File: config.mk
export PLATFORM = sky130hd
export DESIGN_NAME = soalu_fifo
export DESIGN_NICKNAME = d
export VERILOG_FILES = /design/src/design/soalu_pkg.sv /design/src/design/soalu_fifo.sv
export SDC_FILE = /design/constraint.sdc
export NUM_CORES = 1
export LEC_CHECK = 0
export BUFFER_PORTS_ARGS = -buffer_cell sky130_fd_sc_hd__buf_2
export CAP_MARGIN = 20
export CORE_MARGIN = 2
export CORE_UTILIZATION = 40
export DETAILED_ROUTE_END_ITERATION = 8
export GPL_ROUTABILITY_DRIVEN = 0
export PLACE_DENSITY = 0.73
export SLEW_MARGIN = 40
export SYNTH_ARGS = -nofsm -noshare
export SYNTH_HDL_FRONTEND = slang
export SYNTH_SLANG_ARGS = --single-unit
File: constraint.sdc
create_clock -name clk -period 5.1 [get_ports clk]
set_clock_uncertainty 0.2 [all_clocks]
set_input_delay 0.765 -clock clk [delete_from_list [all_inputs] [get_ports clk]]
set_output_delay 0.765 -clock clk [all_outputs]
set_load 0.03 [all_outputs]
File: src/design/soalu_pkg.sv
// ----------------------------------------------------------------------------
// soalu_pkg: shared types and constants of the signed octal ALU
// Operation codes, status codes and the item record that travels the queue.
// ----------------------------------------------------------------------------
package soalu_pkg;

  localparam int MAG_W      = 24;
  localparam int DIGITS_DEF = 8;
  localparam int QDEPTH_DEF = 2;

  typedef enum logic [1:0] {
    OP_ADD = 2'd0,
    OP_SUB = 2'd1,
    OP_MUL = 2'd2,
    OP_DIV = 2'd3
  } op_t;

  typedef enum logic [1:0] {
    ST_OK       = 2'd0,
    ST_OVERFLOW = 2'd1,
    ST_EMPTY    = 2'd2,
    ST_WHOLE    = 2'd3
  } status_t;

  // Classified item: the front resolves everything except multiply and divide by a nonzero divisor.
  typedef struct packed {
    op_t              op;
    status_t          status;
    logic             neg;
    logic [MAG_W-1:0] mag;
    logic [MAG_W-1:0] a_mag;
    logic [MAG_W-1:0] b_mag;
    logic             a_neg;
    logic             b_neg;
  } item_t;

endpackage

File: src/design/soalu_fifo.sv
// ----------------------------------------------------------------------------
// soalu_fifo: item queue
// Small register queue that decouples the front from the back.
// ----------------------------------------------------------------------------
module soalu_fifo #(
  parameter int DEPTH = soalu_pkg::QDEPTH_DEF
) (
  input  logic             clk,
  input  logic             rst,
  input  logic             in_valid,
  output logic             in_ready,
  input  soalu_pkg::item_t in_item,
  output logic             out_valid,
  input  logic             out_ready,
  output soalu_pkg::item_t out_item
);

  localparam int AW = (DEPTH > 1) ? $clog2(DEPTH) : 1;

  soalu_pkg::item_t mem [DEPTH];
  logic [AW-1:0] wp, rp;
  logic [AW:0]   cnt;
  logic          push, pop;

  assign in_ready  = cnt != (AW+1)'(DEPTH);
  assign out_valid = cnt != '0;
  assign out_item  = mem[rp];
  assign push      = in_valid & in_ready;
  assign pop       = out_valid & out_ready;

  always_ff @(posedge clk) begin
    if (rst) begin
      wp  <= '0;
      rp  <= '0;
      cnt <= '0;
    end else begin
      if (push) wp <= (wp == AW'(DEPTH-1)) ? '0 : wp + 1'b1;
      if (pop)  rp <= (rp == AW'(DEPTH-1)) ? '0 : rp + 1'b1;
      cnt <= cnt + (AW+1)'(push) - (AW+1)'(pop);
    end
    if (push) mem[wp] <= in_item;
  end

endmodule

== After elaboration in Yosys (flattened, before gate mapping) ==
Memories as Yosys holds them, arrays and structs flattened. A register that Yosys moved wholly into a read port is not among the register bits.
Index checks and enable logic that the tools add are counted.

* Memories kept: 1
* Input bits: 83
* Memory bits (writable): 158
* Word-level logic and storage cells: 18
* Register bits after elaboration: 4
* Output and inout port bits: 81

* Bitwise operators: 2
* $add $sub $neg: 4
* Eq/ne operators: 1
* Mux-type cells: 6
* Reductions and logical operators: 1

{| class="wikitable"
|+ Memory list
! memory !! depth !! width !! read ports !! clocked after memory_dff !! wr ports !! RTL line !! text
|-
| mem || 2 || 79 || 1 || 1 || 1 || soalu_fifo.sv:20 || <nowiki>soalu_pkg::item_t mem [DEPTH];</nowiki>
|}

{| class="wikitable"
|+ Operators with widths
! kind !! count
|-
| 1-bit 2-to-1 mux || 6
|-
| 1-bit adder (second input constant) || 2
|-
| 2-bit by 1-bit adder with 2-bit output || 1
|-
| 1-bit bitwise AND || 2
|-
| 2-bit != test (second input constant) || 1
|-
| 2-bit nonzero test || 1
|-
| 2-bit by 1-bit subtractor with 2-bit output || 1
|}

== Longest topological paths before layout ==
Gate-level depths: netlist of run 1.

* Depth after elaboration: 4
* Depth in mapped cells: 6
* Gate-level depth less buffers: 6

== Worst setup path before layout of run 1 ==
No wires, ideal clock.

* Kind: register to register
* Start: register cnt[0]
* End: memory mem[1][0] (netlist name) (enable)
* Data required time: 4453 ps
* Arrival time: 2723 ps
* Buffers on the path: 0
* Path slack: 1731 ps
* Cell stages (with the launch flop): 3
* Path through: dfxtp_1 -> nand2b_1 -> and3_1

* Cells in the longest elaborated chain, start to end: 4

{| class="wikitable"
|+ RTL lines
! what !! RTL line !! text
|-
| start, declared || soalu_fifo.sv:22 || <nowiki>logic [AW:0] cnt;</nowiki>
|-
| start signal, assigned || soalu_fifo.sv:39 || <nowiki>cnt <= cnt + (AW+1)'(push) - (AW+1)'(pop);</nowiki>
|-
| 2-bit != test || soalu_fifo.sv:25 || <nowiki>assign in_ready = cnt != (AW+1)'(DEPTH);</nowiki>
|-
| net in_ready || soalu_fifo.sv:11 || <nowiki>output logic in_ready,</nowiki>
|-
| 1-bit bitwise AND || soalu_fifo.sv:28 || <nowiki>assign push = in_valid & in_ready;</nowiki>
|-
| 1-bit 2-to-1 mux || soalu_fifo.sv:41 || <nowiki>if (push) mem[wp] <= in_item;</nowiki>
|-
| 1-bit 2-to-1 mux (not written as such) || soalu_fifo.sv:41 ||
|-
| end, declared || soalu_fifo.sv:20 ||
|}

The timed path passes the listed nets, and every way through them passes these cells.

==> results of run 1 <==
-- placed cells by master (no fill, tap or decap), drive strengths merged --
cell type and instances:
a211oi 1, a21bo 2, a21oi 1, a32oi 1
and2b 1, and3 1, buf 168, bufinv 2
clkbuf 21, clkinv 6, clkinvlp 3, dfxtp 5
edfxtp 158, ha 1, mux2 80, nand2b 1
nand3 1, nand3b 1, nor2 5, nor2b 2
o21ai 2, or2 1, xor2 1
-- routing by layer --
layer,global-route usage (%),vias up,share of wire (%)
li1,-,1447,-
met1,15.12,1509,40
met2,22.49,109,50
met3,6.537,13,8.2
met4,4.202,0,1.3
met5,0,-,0
-- state kept, by name, indices dropped and copies added (netlist names), named ones only --
| register | cells |
|---|---|
| rp | 1 |
| mem | 158 |
| cnt | 2 |
| wp | 1 |
-- through the flow --
stage	instances	cell area (um^2)
4_1_cts	649	7625
2_1_floorplan	275	5993
5_1_grt	649	7625
3_3_place_gp	614	6993
3_5_place_dp	618	7073
6_report	649	7625
-- power by group --
part | internal, mW | leakage (nW) | total, mW | switching [mW]
Sequential | 1.63 | 1.52 | 1.67 | 0.0429
Clock | 0.714 | 0.263 | 1.19 | 0.474
Combinational | 0.354 | 1.08 | 0.961 | 0.606
-- final timing paths --
kind            start            to
max          register  out_item[19]
min                rp      register
min reg2reg        rp      register
max reg2reg    cnt[0]    mem[0][46]
-- worst min-delay path, delay by kind of cell (launching register included) --
family	cells	cell delay [ps]
xor+xnor	1	80
flops	1	320
simple gates	1	70
-- layout make-up --
class	count	area (um^2)
fill	1179	6964
inverter	1	5.005
clock inverter	10	111.4
timing repair buffer	168	903.4
sequential	163	4848
clock buffer	21	440.4
tap	184	230.2
multi-input combinational	102	1086
-- kinds of logic (layout without fill, tap and decap cells) --
family,Yosys count,in the layout,share of synthesized area (%)
compound gates,7,7,0.8560
xor+xnor,1,1,0.1462
fa+ha+maj,1,1,0.2087
buf+inv,10,200,1.127
flops,163,163,80.84
mux,80,80,15.66
simple gates,13,13,1.169
==> results_dict.tcl, run 1 <==
set metrics [dict create \
    start_util_pct 41.08 \
    cts_tree "yes" \
    arrival_ps 1660 \
    power_leakage_nw 2.859 \
    grt_antenna_before_repair 0 \
    critical_path_depth 3 \
    pre_cts_slack_ps 2282 \
    ys_top_cells_by_area "edfxtp_1 (79%), mux2_2 (13%), mux2_4 (2.5%), dfxtp_1 (1.7%), buf_6 (0.56%)" \
    synthToLayoutAreaGrowth_pct 27.22 \
    grt_max_degree 41 \
    r2r_setup_slack_ps 2590 \
    hold_buffers 0 \
    grt_usage_pct 13.41 \
    drc 0 \
    synth_flop_cell "edfxtp_1" \
    crit_path_top_delay_cell "dfxtp_4" \
    startpoint_type "register" \
    syn_area_per_cell_um2 21.79 \
    synth_warnings 0 \
    hold_depth 2 \
    vias 3078 \
    die_h_um 126.4 \
    synth_edf_count 158 \
    drt-initial-drc-count 114 \
    timing.final.ws_setup_ps 2477 \
    placementRows 44 \
    num-nets-final 537 \
    cts-resized-gates 0 \
    io_pins 164 \
    cp.required_ps 4140 \
    cp-end-kind "output port" \
    die_w_um 126.4 \
    hold_ws_ps 313.4 \
    hold_path_class "register to register" \
    layout-drive-gt1-share_pct 60.00 \
    clk_pin_slew_ps 60 \
    viasPerCell 4.743 \
    synthTopCellsByCount "edfxtp_1 (158), mux2_2 (69), mux2_4 (10)" \
    slowest_delay_ps 420 \
    syn_inst 275 \
    yosysSeqAreaShare_pct 80.84 \
    grt_pass1_wl_mm 16.31 \
    worst_skew_pair.late_latency_ps 410 \
    fin_total_pwr_mw 3.822 \
    drv_slew 0 \
    report.final.hold_viol_count 0 \
    fmax_mhz 381.2 \
    cts_sinks 163 \
    cts_made_buffers 17 \
    grt_pass1_vias 3279 \
    clockRootBuffer "clkbuf_16" \
    critPathBufInv 2 \
    routed_wl_mm 10.54 \
    setup_viol 0 \
    gr-total-overflow 0 \
    ant_nets 0 \
    rsz0062_at_grt "false" \
    setup_tns_ps 0 \
    postCtsSetupBuffers 0 \
    crit_fanout 38 \
    htreeDepth 4 \
    core_region_area_um2 14590 \
    routedWlPerCell_um 16.24 \
    worstMarginPinSlew_ps 720.7 \
    ff2ff_path_depth 4 \
    netlist_area_um2 5993 \
    num_antenna_cells 0 \
    postSynth.asyncResetShare_pct 0 \
    dp_hpwl_mm 7.026 \
    max_cap_violations 0 \
    synth-seq-cells 163 \
    crit_path_cell_trace "buf_12 -> mux2_2 -> buf_2" \
    status "finished, final reports clean" \
    drt_pass1_iterations 4 \
    max_slew_margin_pct 51.90 \
    finish.utilization_pct 52.26 \
    path_class "register to output port" \
    fin_crit_ps 2623 \
    numPortBuffers 163 \
    post-route-period-util_pct 51.43 \
    post-synth-top-area-fraction_pct 79.16 \
    yosysTopAreaCell "edfxtp_1" \
    cts_buffer_depth 2 \
    die_area_um2 15980 \
    synth.most_common_cell "edfxtp_1" \
    synth_nets 359 \
    critical_path.top_delay_family "buffers and inverters" \
    ir_worst_vdd_mv 0.2502 \
    power_density_nw_per_um2 501.3 \
    synthDistinctLibCells 24 \
]
Power figures use the tool's default switching activity.
==> inputs of run 2 (changes only) <==
clock period = 2.6 ns   (was 5.1 ns; I/O delays follow)
==> run 2 against run 1 <==
Count of clock-buffer cells in the layout down 3; sequential share of layout area down 6.1 points; total power up 97%; critical endpoint is now out_item[15]; die area unchanged; sequential power is 98% higher; flip-flop and latch count unchanged; cell area increased by 11%; largest power group unchanged; routed wire length rose by 11%.
==> results_dict.tcl, run 2 (synthesis results as in run 1) <==
set metrics [dict create \
    core_region_area_um2 14590 \
    critical_path.top_delay_family "flip-flops" \
    cts_sinks 163 \
    layout-drive-gt1-share_pct 52.01 \
    worst_skew_pair.late_latency_ps 410 \
    crit_fanout 20 \
    top_regs "mem x158, cnt x2" \
    power_density_nw_per_um2 892.1 \
    worstMarginPinSlew_ps 534.5 \
    dp_hpwl_mm 7.418 \
    cp.required_ps 2010 \
    status "finished, final reports clean" \
    drt-initial-drc-count 158 \
    numPortBuffers 163 \
    clkPwrFrac_pct 29.4 \
    grt_max_degree 42 \
    grt_pass1_wl_mm 18.21 \
    critPathBufInv 2 \
    drc 0 \
    ant_nets 0 \
    timing.final.ws_setup_ps 250.3 \
    routedWlPerCell_um 16.02 \
    synthToLayoutAreaGrowth_pct 40.69 \
    max_slew_margin_pct 64.37 \
    power_frac_seq_pct 44.0 \
    p_comb_share_pct 26.6 \
    io_pins 164 \
    power_leakage_nw 3.199 \
    die_area_um2 15980 \
    cp-end-kind "output port" \
    grt_pass1_vias 3745 \
    hold_path_class "input pin to register" \
    clockRootBuffer "clkbuf_16" \
    cts-resized-gates 0 \
    largest_register_ffs 158 \
    postCtsSetupBuffers 0 \
    max_cap_violations 0 \
    hold_ws_ps 171.3 \
    slowest_delay_ps 540 \
    fin_crit_ps 2350 \
    die_h_um 126.4 \
    die_w_um 126.4 \
    pre_cts_slack_ps 573.4 \
    start_util_pct 41.08 \
    startpoint_type "register" \
    internal-power_mw 5.280 \
    setup_tns_ps 0 \
    final_common_cell "buf_2" \
    htreeDepth 4 \
    vias 3456 \
    drt_pass1_iterations 4 \
    placed_area_um2 7108 \
    rsz0062_at_grt "false" \
    post-route-cell-area_um2 8432 \
    regMostFlops "mem" \
    drv_slew 0 \
    num-nets-final 621 \
    arrival_ps 1760 \
    routed_wl_mm 11.72 \
    nFillCells 1091 \
    ir_worst_vdd_mv 0.5195 \
    setup_viol 0 \
    gr-total-overflow 0 \
    fmax_mhz 425.6 \
    viasPerCell 4.721 \
    finish.utilization_pct 57.80 \
    swShare_pct 29.80 \
    layout_common_cells "buf_2 (163), edfxtp_1 (158), dlygate4sd3_1 (80)" \
    path_class "register to output port" \
    cts_made_buffers 17 \
    post-route-period-util_pct 90.37 \
    crit_path_top_delay_cell "dfxtp_4" \
    net-switching-power_mw 2.242 \
    grt_usage_pct 15.01 \
    cts_buffer_depth 2 \
    crit_path_cell_trace "buf_4 -> mux2_2 -> buf_2" \
    placementRows 44 \
    grt_antenna_before_repair 0 \
    cts_tree "yes" \
    num_antenna_cells 0 \
    clk_pin_slew_ps 60 \
    report.final.hold_viol_count 0 \
]
[run 2: cell count changes in the layout (fill, tap and decap cells not counted), sizes merged]
cell         change
buf              +4
clkinvlp         +2
clkinv           +1
bufinv           -1
clkbuf           -3
dlygate4sd3     +80
[run 2: power by group through the flow]
stage / clock network (mW) / registers (mW) / logic [mW]
3_3_place_gp: 0 / 3.36 / 1.89
3_5_place_dp: 0 / 3.37 / 1.92
6_report: 2.21 / 3.31 / 2.00
5_1_grt: 2.37 / 3.34 / 2.12
4_1_cts: 2.27 / 3.32 / 2.02
2_1_floorplan: 0 / 3.31 / 1.43
[run 2: cell type report]
type	instances	area, um^2	area share (%)
Clock buffer	18	429.2	5.090
Tap cell	184	230.2	2.730
Multi-Input combinational cell	102	1089	12.91
Inverter	1	7.507	0.08903
Timing Repair Buffer	252	1734	20.57
Clock inverter	12	93.84	1.113
Sequential cell	163	4848	57.50
[run 2: worst reg2reg max path, cell delays in order, from the launching register on]
cell and delay, ps:
dfxtp_1 450, nand2b_2 200, nand3b_1 170, clkinvlp_4 140, buf_4 460
[run 2: worst paths after layout]
kind | cells past startpoint | slack [ps] | from | to
worst min-delay path | 3 | 170 | in_valid | wp
worst max-delay path | 3 | 250 | register | out_item[15]
worst min register to register | 2 | 310 | rp | register
worst max register to register | 4 | 600 | cnt[0] | mem[0][5]
[run 2: metrics by stage]
step                cells  power, mW
floorplan             275      4.733
global placement      622      5.245
detailed placement    622      5.295
CTS                   732      7.615
global route          732      7.827
finish                732      7.522
[run 2: timing repair]
item                                   CTS  global route
setup endpoints to repair                0             0
hold buffers                            80             0
endpoints found under the hold margin  160             0
[run 2: routing by layer]
layer | vias up | share of wire (%) | track usage, %
li1 | 1611 | - | -
met1 | 1704 | 40 | 16.35
met2 | 117 | 52 | 26.49
met3 | 24 | 5.7 | 5.146
met4 | 0 | 2.0 | 6.593
met5 | - | 0 | 0
