## config.mk

```make
export PLATFORM = sky130hd
export DESIGN_NAME = soalu_front
export DESIGN_NICKNAME = d
export VERILOG_FILES = /design/src/design/soalu_pkg.sv /design/src/design/soalu_front.sv
export SDC_FILE = /design/constraint.sdc
export NUM_CORES = 1
export LEC_CHECK = 0
export BUFFER_PORTS_ARGS = -buffer_cell sky130_fd_sc_hd__buf_2
export CAP_MARGIN = 0
export CORE_MARGIN = 3
export CORE_UTILIZATION = 38
export DETAILED_ROUTE_END_ITERATION = 6
export PLACE_DENSITY_LB_ADDON = 0.3
export SYNTH_ARGS = -nofsm -noshare
export SYNTH_HDL_FRONTEND = slang
export SYNTH_SLANG_ARGS = --single-unit
```

## constraint.sdc

```tcl
create_clock -name clk -period 10.1 [get_ports clk]
set_clock_uncertainty 0.2 [all_clocks]
set_input_delay 0.505 -clock clk [delete_from_list [all_inputs] [get_ports clk]]
set_output_delay 0.505 -clock clk [all_outputs]
set_load 0.05 [all_outputs]
```

## src/design/soalu_pkg.sv

```systemverilog
// ----------------------------------------------------------------------------
// soalu_pkg: shared types and constants of the signed octal ALU
// Operation codes, status codes and the item record that travels the queue.
// ----------------------------------------------------------------------------
package soalu_pkg;

  localparam int MAG_W      = 24;
  localparam int DIGITS_DEF = 8;
  localparam int QDEPTH_DEF = 2;

  typedef enum logic [1:0] {
    OP_ADD = 2'd0,
    OP_SUB = 2'd1,
    OP_MUL = 2'd2,
    OP_DIV = 2'd3
  } op_t;

  typedef enum logic [1:0] {
    ST_OK       = 2'd0,
    ST_OVERFLOW = 2'd1,
    ST_EMPTY    = 2'd2,
    ST_WHOLE    = 2'd3
  } status_t;

  // Classified item: the front resolves everything except multiply and divide by a nonzero divisor.
  typedef struct packed {
    op_t              op;
    status_t          status;
    logic             neg;
    logic [MAG_W-1:0] mag;
    logic [MAG_W-1:0] a_mag;
    logic [MAG_W-1:0] b_mag;
    logic             a_neg;
    logic             b_neg;
  } item_t;

endpackage

```

## src/design/soalu_front.sv

```systemverilog
// ----------------------------------------------------------------------------
// soalu_front: input stage
// Accepts items, checks operand range, finishes add and subtract, and flags
// division by zero.
// ----------------------------------------------------------------------------
module soalu_front #(
  parameter int DIGITS = soalu_pkg::DIGITS_DEF
) (
  input  logic                       clk,
  input  logic                       rst,
  input  logic                       valid,
  output logic                       ready,
  input  logic [1:0]                 kind,
  input  logic                       a_negative,
  input  logic [soalu_pkg::MAG_W-1:0] a_magnitude,
  input  logic                       b_negative,
  input  logic [soalu_pkg::MAG_W-1:0] b_magnitude,
  output logic                       q_valid,
  input  logic                       q_ready,
  output soalu_pkg::item_t           q_item
);

  localparam int LW = 3 * DIGITS;
  // Compare width covers both the digit limit and the full port width.
  localparam int CW = ((LW > soalu_pkg::MAG_W) ? LW : soalu_pkg::MAG_W) + 1;
  localparam logic [CW-1:0] LIM = CW'({LW{1'b1}});

  soalu_pkg::item_t it;
  logic [CW-1:0] am, bm, sum;
  logic          bn;

  always_comb begin
    am  = CW'(a_magnitude);
    bm  = CW'(b_magnitude);
    bn  = (kind == soalu_pkg::OP_SUB) ? ~b_negative : b_negative;
    sum = am + bm;
    it        = '0;
    it.op     = soalu_pkg::op_t'(kind);
    it.a_mag  = a_magnitude;
    it.b_mag  = b_magnitude;
    it.a_neg  = a_negative;
    it.b_neg  = b_negative;
    it.status = soalu_pkg::ST_OK;
    if (am > LIM || bm > LIM) begin
      it.op     = soalu_pkg::OP_ADD;
      it.status = soalu_pkg::ST_OVERFLOW;
    end else if (kind == soalu_pkg::OP_ADD || kind == soalu_pkg::OP_SUB) begin
      it.op = soalu_pkg::OP_ADD;
      if (a_negative == bn) begin
        if (sum > LIM) it.status = soalu_pkg::ST_OVERFLOW;
        else begin
          it.neg = a_negative;
          it.mag = soalu_pkg::MAG_W'(sum);
        end
      end else if (a_magnitude >= b_magnitude) begin
        it.neg = a_negative;
        it.mag = a_magnitude - b_magnitude;
      end else begin
        it.neg = bn;
        it.mag = b_magnitude - a_magnitude;
      end
    end else if (kind == soalu_pkg::OP_DIV && b_magnitude == '0) begin
      it.op     = soalu_pkg::OP_ADD;
      it.status = (a_magnitude == '0) ? soalu_pkg::ST_WHOLE : soalu_pkg::ST_EMPTY;
    end
    if (it.mag == '0) it.neg = 1'b0;
  end

  assign ready = ~q_valid | q_ready;

  always_ff @(posedge clk) begin
    if (rst) q_valid <= 1'b0;
    else if (ready) q_valid <= valid;
    if (ready && valid) q_item <= it;
  end

endmodule

```

# Yosys cells after proc, flatten, opt, wreduce, memory -nomap -nowiden
# Index checks and enable logic that the tools add are counted.
# totals
reg_bits	80
latchBits	0
ramBits	0
mem_bits_ro	0
in_bits	56
output_inout_bits	81
wordCells	40
n_memories	0
# op_classes
addsub	3
n_mul	0
div_mod_pow	0
order_cmp	2
n_eq_ne	3
n_shift	0
muxes	10
n_bitwise	4
n_reduce_logical	9
# op_table
op	count
25-bit 2-to-1 mux	3
24-bit logical NOT	3
24-bit subtractor	2
24-bit by 24-bit adder with 25-bit output	1
25-bit by 24-bit > comparator with 1-bit output, second input constant	1
24-bit >= comparator	1
24-bit 2-to-1 mux	1
2-bit 2-to-1 mux	3
2-bit OR reduction	2
1-bit 2-to-1 mux	3
1-bit inverter	3
2-bit by 1-bit equality test with 1-bit output, second input constant	1
2-bit equality test, second input constant	1
1-bit logical AND	2
2-bit logical NOT	1
1-bit equality test	1
1-bit logical OR	1
1-bit OR	1

# Longest topological paths before layout
# Gate-level depths: netlist of run 1.
# depth
ltp_word	7
mapped_depth	16
mapped_depth_nobuf	15

# Worst setup path before layout of run 1
# No wires, ideal clock.
# synth_path
path_type	input port to flip-flop
start	input port a_magnitude[17] (netlist name)
end	register q_item[74] (netlist name), data pin
setup_time_ns	0.264
t_arrival_ns	3.331
required_ns	9.636
slack_ns	6.306
stages	15
path_buffers	3
cell_sequence	inv_1 ha_1 buf_2 a21oi_1 o21ai_0 a211oi_1 buf_4 buf_4 a21oi_1 o31ai_1 xnor2_1 o211ai_1 a2111oi_0 nand3_1 o41a_1
# synth_via
elab_chain_len	7
word_cells_on_any_way	11
classes_between	add/sub: 3; order compare: 2; mux: 4; reduce/logical: 2
# synth_rtl
item	line_no	source
from (decl)	soalu_front.sv:15	input logic [soalu_pkg::MAG_W-1:0] a_magnitude,
24-bit by 24-bit adder with 25-bit output	soalu_front.sv:36	sum = am + bm;
25-bit by 24-bit > comparator with 1-bit output	soalu_front.sv:50	if (sum > LIM) it.status = soalu_pkg::ST_OVERFLOW;
25-bit 2-to-1 mux	soalu_front.sv:50	
25-bit 2-to-1 mux (*)	soalu_front.sv:49	if (a_negative == bn) begin
24-bit 2-to-1 mux	soalu_front.sv:47	end else if (kind == soalu_pkg::OP_ADD || kind == soalu_pkg::OP_SUB) begin
24-bit logical NOT	soalu_front.sv:66	if (it.mag == '0) it.neg = 1'b0;
2-bit OR reduction (no line)	n/a	
to (signal assigned)	soalu_front.sv:74	if (ready && valid) q_item <= it;
to (decl)	soalu_front.sv:20	output soalu_pkg::item_t q_item
# Every way passes the cells marked *; elsewhere a longest branch is shown, timed or not.
# A chain may end at the register's enable or synchronous reset.

# Final worst setup path of run 1
# layout_path
start	input port a_magnitude[15] (netlist name)
end	register q_item[74] (netlist name), data pin
# Same word-level chain as after synthesis.

==> flow_summary.ini, run 1 <==
[status]
status = finished clean

[setup_path]
worstPathCellList = buf_2, inv_1, ha_1, a21oi_1, o21ai_1, a211oi_2, a21oi_2, nor2_1, o221ai_1, xnor2_1, a21oi_1, a2111oi_0, nand3_1, o41a_1
critical_path.top_delay_family = compound AO/OA/AOI/OAI gates
crit_top_cell = a21oi_1
endpoint_kind = flop
cpPeakStageDelay_ps = 950
cp.arrival_ps = 5230
crit_path_max_fanout = 17
crit_required_ps = 9990
crit_path_top_delay_cell = nor2_1
worst_setup_path_start_kind = primary input
critical_path_class = primary input to flop
cp_num_buf_inv = 2

[synthesis]
ys_warn_count = 0
synth_cells = 788
ys_ff_latch = 80
synth-edff-count = 79
async_flop_share = 0
ys_seq_area_frac = 0.342
syn_avg_cell_area_um2 = 8.87
syn_nets = 918
synth_area_um2 = 6990
ys.flop_type = edfxtp_1
ys_types = 78

[grt]
antenna_found_initial = 0
grt_pass1_wl_mm = 37.2
grt_pass1_vias = 6142
grt_max_degree = 80
overflow = 0
track_usage = 0.241

[drt]
drt_iter0_markers = 950
drc = 0
wl_mm = 24.5
dr_total_vias = 6745
drt-vias-per-instance = 5.98
wl_per_cell_um = 21.7
ant_nets = 0
dr.pass1.iters = 6

[sta]
worst_pin_slew_ps = 1190
slew_violations = 0
tns_ps = 0
finalHoldViolations = 0
setup_ws_ps = 4770
period_needed_ps = 5330
fin_crit_sh = 0.528
rsz0062_at_grt = false
fmax_mhz = 187
finalSetupViolations = 0
slew_headroom = 0.201

[place]
placedCellCount = 1111
placed_cell_area_um2 = 7790
dpl_worst_slack_ps = 4590
io_buffers = 136
post-dp-hpwl_mm = 18.9
finalWeightedCongestion = 0.983

[clock_tree]
clk_latency_ps = 350
tritoncts = yes
cts_setup_buffers = 0
cts_sinks = 80
cts_made_buffers = 9
clk_pin_slew_ps = 60
cts_max_path_buffers = 2
cts_resized = 0
hold_buffers = 0
cts_root_buf = clkbuf_16
htreeDepth = 3

[final_layout]
multi_input_area_um2 = 4160
drive_gt1_frac = 0.194
nFillCells = 1771
design_area_um2 = 8080
n_antenna_cell = 0
areaGrowthSynthToFinish_pct = 15.7
seqCellArea_um2 = 2390
final_cells = 1127
nets = 1027

[floorplan]
rows = 48
die_area_um2 = 20000
die_w_um = 142
start_util = 0.396
io_pins = 137
coreArea_um2 = 17700
die_y_um = 142

[pwr]
power_uw = 1230
power.leakage_uw = 0.00350
p_per_area_nw_per_um2 = 152
vdd_drop_max_mv = 0.0912

[flow_run]
cap_violations = 0

[min_path]
worstHoldPathType = primary input to flop
## cells in the final DEF (no fill, tap or decap), drive strengths merged, types with 3 or more instances in the layout
cell     count
mux2i        5
o21ai       37
a211oi      12
a211o        7
clkbuf      11
o31ai       11
or2          4
o211ai       8
nor2        60
nor4        23
nor2b       10
ha          71
and4         4
o221ai       7
a2111oi      5
o31a         3
inv         70
nand2       49
o21bai       7
o21a        10
xor2         6
or3          6
nand2b      12
and3         7
nand3       24
or4          3
buf        138
nor3        28
a21oi       81
a21o        14
nand4       10
o211a        4
edfxtp      79
a31oi       13
a221oi       4
clkinv       4
fa           3
xnor2       12
and2        10
## flip-flops by register name (all words and copies together) (netlist names)
register and count:
q_item 79, q_valid 1
## synth_stat cells, types with 3 or more instances
cell type	number	share of area
and3_1	7	0.0063
nor4_1	21	0.019
a221oi_1	3	0.0038
clkbuf_1	16	0.0086
nor2_1	60	0.032
nand2_1	47	0.025
fa_1	3	0.0086
xor2_1	6	0.0075
nor2b_1	10	0.0090
o211a_1	4	0.0057
xnor2_1	11	0.014
ha_1	71	0.13
or2_2	4	0.0036
edfxtp_1	79	0.34
and4_1	4	0.0050
buf_2	15	0.011
o21bai_1	7	0.0075
a31oi_1	13	0.012
o211ai_1	8	0.0086
o31ai_1	11	0.012
a21oi_1	80	0.057
nand2b_1	12	0.011
inv_1	70	0.038
a2111oi_0	4	0.0050
o21ai_1	4	0.0029
o31a_1	3	0.0038
or4_1	3	0.0032
o221ai_1	6	0.0075
buf_4	5	0.0054
a21o_1	14	0.015
nor3_1	28	0.020
and2_1	9	0.0081
nand4_1	9	0.0081
o21a_1	10	0.011
or3_1	6	0.0054
a211oi_1	11	0.012
o21ai_0	31	0.022
a211o_1	7	0.0088
nand3_1	24	0.017
mux2i_1	5	0.0072
## worst paths after layout
path / start / endpoint / slack (ps) / cells past startpoint
setup reg to reg: q_valid / q_item[8] / 8210 / 2
setup / recovery: a_magnitude[15] / q_item[74] / 4770 / 14
hold / removal: rst / q_valid / 100 / 2
hold reg to reg: q_valid / q_valid / 320 / 2
## where the power goes
| group | switching, µW | internal [µW] |
|---|---|---|
| clock network | 137 | 192 |
| registers | 5.50 | 399 |
| logic | 352 | 142 |
| total | 495 | 733 |
## routing by layer
layer | global-route usage | share of wire | vias to the layer above
met1 | 0.355 | 0.45 | 3158
li1 | - | - | 3150
met5 | 0 | 0 | -
met4 | 0.0869 | 0.030 | 0
met2 | 0.355 | 0.43 | 392
met3 | 0.0391 | 0.096 | 45
## final cells by class
type,instances,area share
clock buffer,11,0.0288
timing repair buffer,138,0.0861
multi-input combinational,598,0.515
sequential,80,0.296
inverter,70,0.0325
clock inverter,5,0.00712
tap,225,0.0348
## cells by family after synthesis
| group | after synthesis | synth area share |
|---|---|---|
| adders and majority gates | 74 | 0.136 |
| DFF | 80 | 0.342 |
| AOI/OAI and AO/OA | 247 | 0.237 |
| xor gates and xnor gates | 18 | 0.0236 |
| muxes | 5 | 0.00716 |
| and+or+nand+nor | 254 | 0.187 |
| buffers and inverters | 110 | 0.0668 |
## per-stage QoR
stage                     hold slack (ps)  utilization
after floorplan                       374            -
after global placement                300        0.441
after detailed placement              318        0.441
after CTS                            87.8        0.458
after global routing                  110        0.458
final                                98.1        0.458
Note: power is estimated with default switching activity, not from simulation.
==> run 2: changes to the inputs <==
- ABC_AREA: default -> 1
- clock period: 10.1 -> 4.6 ns (I/O delays scaled with it)
==> run 2 against run 1 <==
Effect of this change: clock-buffer cell count stayed put; die area is 21% higher; combinational power grew to 2.6 times the previous value; final cell count grew 61%; sequential share of layout area fell by 6.1 points; utilization up 0.80 points; register-to-register slack worse by 5500 ps; total power rose by 140%; sequential power up 120%; wire length rose by 21%; non-clock buffer count up 53.
==> flow_summary.ini, run 2 <==
[floorplan]
start_util = 0.388
coreArea_um2 = 21900
die_y_um = 156
rows = 54
die_area_um2 = 24200
io_pins = 137
die_w_um = 156

[sta]
period_needed_ps = 3870
fmax_mhz = 259
fin_crit_sh = 0.840
tns_ps = 0
finalSetupViolations = 0
slew_headroom = 0.263
rsz0062_at_grt = false
slew_violations = 0
worst_pin_slew_ps = 1100
finalHoldViolations = 0

[clock_tree]
clk_latency_ps = 360
cts_max_path_buffers = 2
htreeDepth = 3
cts_root_buf = clkbuf_16
cts_setup_buffers = 0
cts_made_buffers = 9
cts_sinks = 80
tritoncts = yes
clk_pin_slew_ps = 60

[synthesis]
synth_cells = 1358
syn_avg_cell_area_um2 = 6.26
async_flop_share = 0
yosys.area.top_type = edfxtp_1
synth_top_area_share = 0.279
syn_nets = 1488
synthTopCellsByCount = nand2_1 (570), inv_1 (263), nor2_1 (88)
ys_ff_latch = 80
synth_area_um2 = 8500
synthTopCellsByArea = edfxtp_1 (28%), nand2_1 (25%), inv_1 (12%)
ys_warn_count = 0
ys_types = 36
synth-edff-count = 79
yosysMostFrequentCell = nand2_1
ys_seq_area_frac = 0.282
ys.flop_type = edfxtp_1

[setup_path]
worst-r2r-setup-slack_ps = 2720
r2r_cells = 2
crit_top_cell = nand2_1
worst_setup_path_start_kind = primary input
cp_num_buf_inv = 4
crit_required_ps = 4480
cp.arrival_ps = 3750
endpoint_kind = flop
cpPeakStageDelay_ps = 640
worstPathCellList = dlygate4sd3_1, buf_2, inv_1, ha_1, inv_1, fa_1, nand2_1, nand2_2, nand2_1, nand2_1, nand2_2, nand4_2, nand2_1, nand3_1, nand3_1, nand2_1, nor2_1, nand2_1, nor2_1, a21oi_1
critical_path.top_delay_family = simple AND/OR/NAND/NOR gates
crit_path_top_delay_cell = nand4_2
r2r_start = q_valid
crit_path_max_fanout = 25
r2r_end = q_item[31]
critical_path_class = primary input to flop

[min_path]
hp-start = kind[0]
worstHoldPathType = primary input to flop
hold_path_depth = 3
hold_path_end = q_item[77]

[drt]
wl_per_cell_um = 16.4
drt_iter0_markers = 722
dr.pass1.iters = 5
drt-vias-per-instance = 4.89
drc = 0
ant_nets = 0
wl_mm = 29.7
dr_total_vias = 8882

[grt]
grt_pass1_vias = 8446
track_usage = 0.245
overflow = 0
grt_pass1_wl_mm = 45.4
grt_max_degree = 80
antenna_found_initial = 1

[pwr]
pwr-share-seq = 0.301
intPower_uw = 1710
power.share.clock = 0.271
switchingPower_uw = 1230
p_per_area_nw_per_um2 = 288
combPwrFrac = 0.428
power.leakage_uw = 0.00582
switching_share = 0.419
vdd_drop_max_mv = 0.181

[final_layout]
n_antenna_cell = 0
final_common_cell = nand2_1
reg_top3 = q_item: 79 flops, q_valid: 1 flops
areaGrowthSynthToFinish_pct = 20.0
nets = 1660
nFillCells = 2369
top_register = q_item
largest_reg_flops = 79
design_area_um2 = 10200
drive_gt1_frac = 0.122
final_cell_mix = nand2_1 (570), inv_1 (263), buf_2 (136)

[place]
post-dp-hpwl_mm = 24.4
io_buffers = 136
finalWeightedCongestion = 1.00
placed_cell_area_um2 = 9360

[flow_run]
cap_violations = 0

[status]
status = finished clean
[run 2: kinds of logic (layout without fill, tap and decap cells)]
logic type / Yosys count / count (layout) / share of synthesized area
simple gates: 798 / 798 / 0.384
buf+inv: 310 / 487 / 0.148
flops: 80 / 80 / 0.282
compound gates: 75 / 75 / 0.0493
fa+ha+maj: 74 / 74 / 0.112
xor+xnor: 21 / 21 / 0.0261
[run 2: worst max-delay path by stage]
| stage | endpoint | cells after the start | slack, ps | startpoint |
|---|---|---|---|---|
| 2_1_floorplan | q_item[0] | 1 | 1230 | q_valid |
| 3_3_place_gp | q_item[74] | 19 | 1040 | a_magnitude[0] |
| 3_5_place_dp | q_item[74] | 19 | 950 | a_magnitude[0] |
| 4_1_cts | q_item[74] | 20 | 770 | a_magnitude[0] |
| 5_1_grt | q_item[74] | 20 | 450 | a_magnitude[0] |
| 6_report | q_item[74] | 20 | 730 | a_magnitude[0] |
[run 2: worst reg2reg max path, cell delays in order, from the launching register on]
cell,delay (ps)
dfxtp_1,340
a21oi_4,140
buf_4,770
[run 2: stage by stage]
step	util	setup WS [ps]	hold slack [ps]	instances	total power, µW
floorplan	-	1230	99.1	1358	1770
global placement	0.427	1040	187	1747	2100
detailed placement	0.427	954	190	1747	2100
CTS	0.466	774	86.9	1815	2950
global route	0.466	453	119	1815	3120
finish	0.466	734	94.3	1815	2940
[run 2: final cells by class]
cell class | instances | area [µm²] | area share
clock buffers | 11 | 243 | 0.0238
clock inverters | 5 | 80.1 | 0.00785
inverters | 280 | 1050 | 0.103
multi-input cells | 968 | 4860 | 0.476
flip-flops and latches | 80 | 2390 | 0.235
well taps | 280 | 350 | 0.0344
repair buffers | 191 | 1220 | 0.120
[run 2: power by group through the flow]
stage	combinational (µW)	sequential, µW	clock [µW]
6_report	1260	885	797
5_1_grt	1380	890	845
4_1_cts	1240	886	821
3_5_place_dp	1200	901	0
3_3_place_gp	1200	899	0
2_1_floorplan	673	1100	0
[run 2: what timing repair did]
action / CTS / global route
hold buffers: 52 / 0
hold endpoints to repair: 51 / 0
gates resized for setup: 0 / 0
[run 2: metal layers]
metal  up-vias  part of all wire  track usage
li1       4492                 -            -
met1      4016              0.44        0.336
met2       338              0.44        0.386
met3        34             0.089       0.0545
met4         2             0.025       0.0805
met5         -           0.00044            0
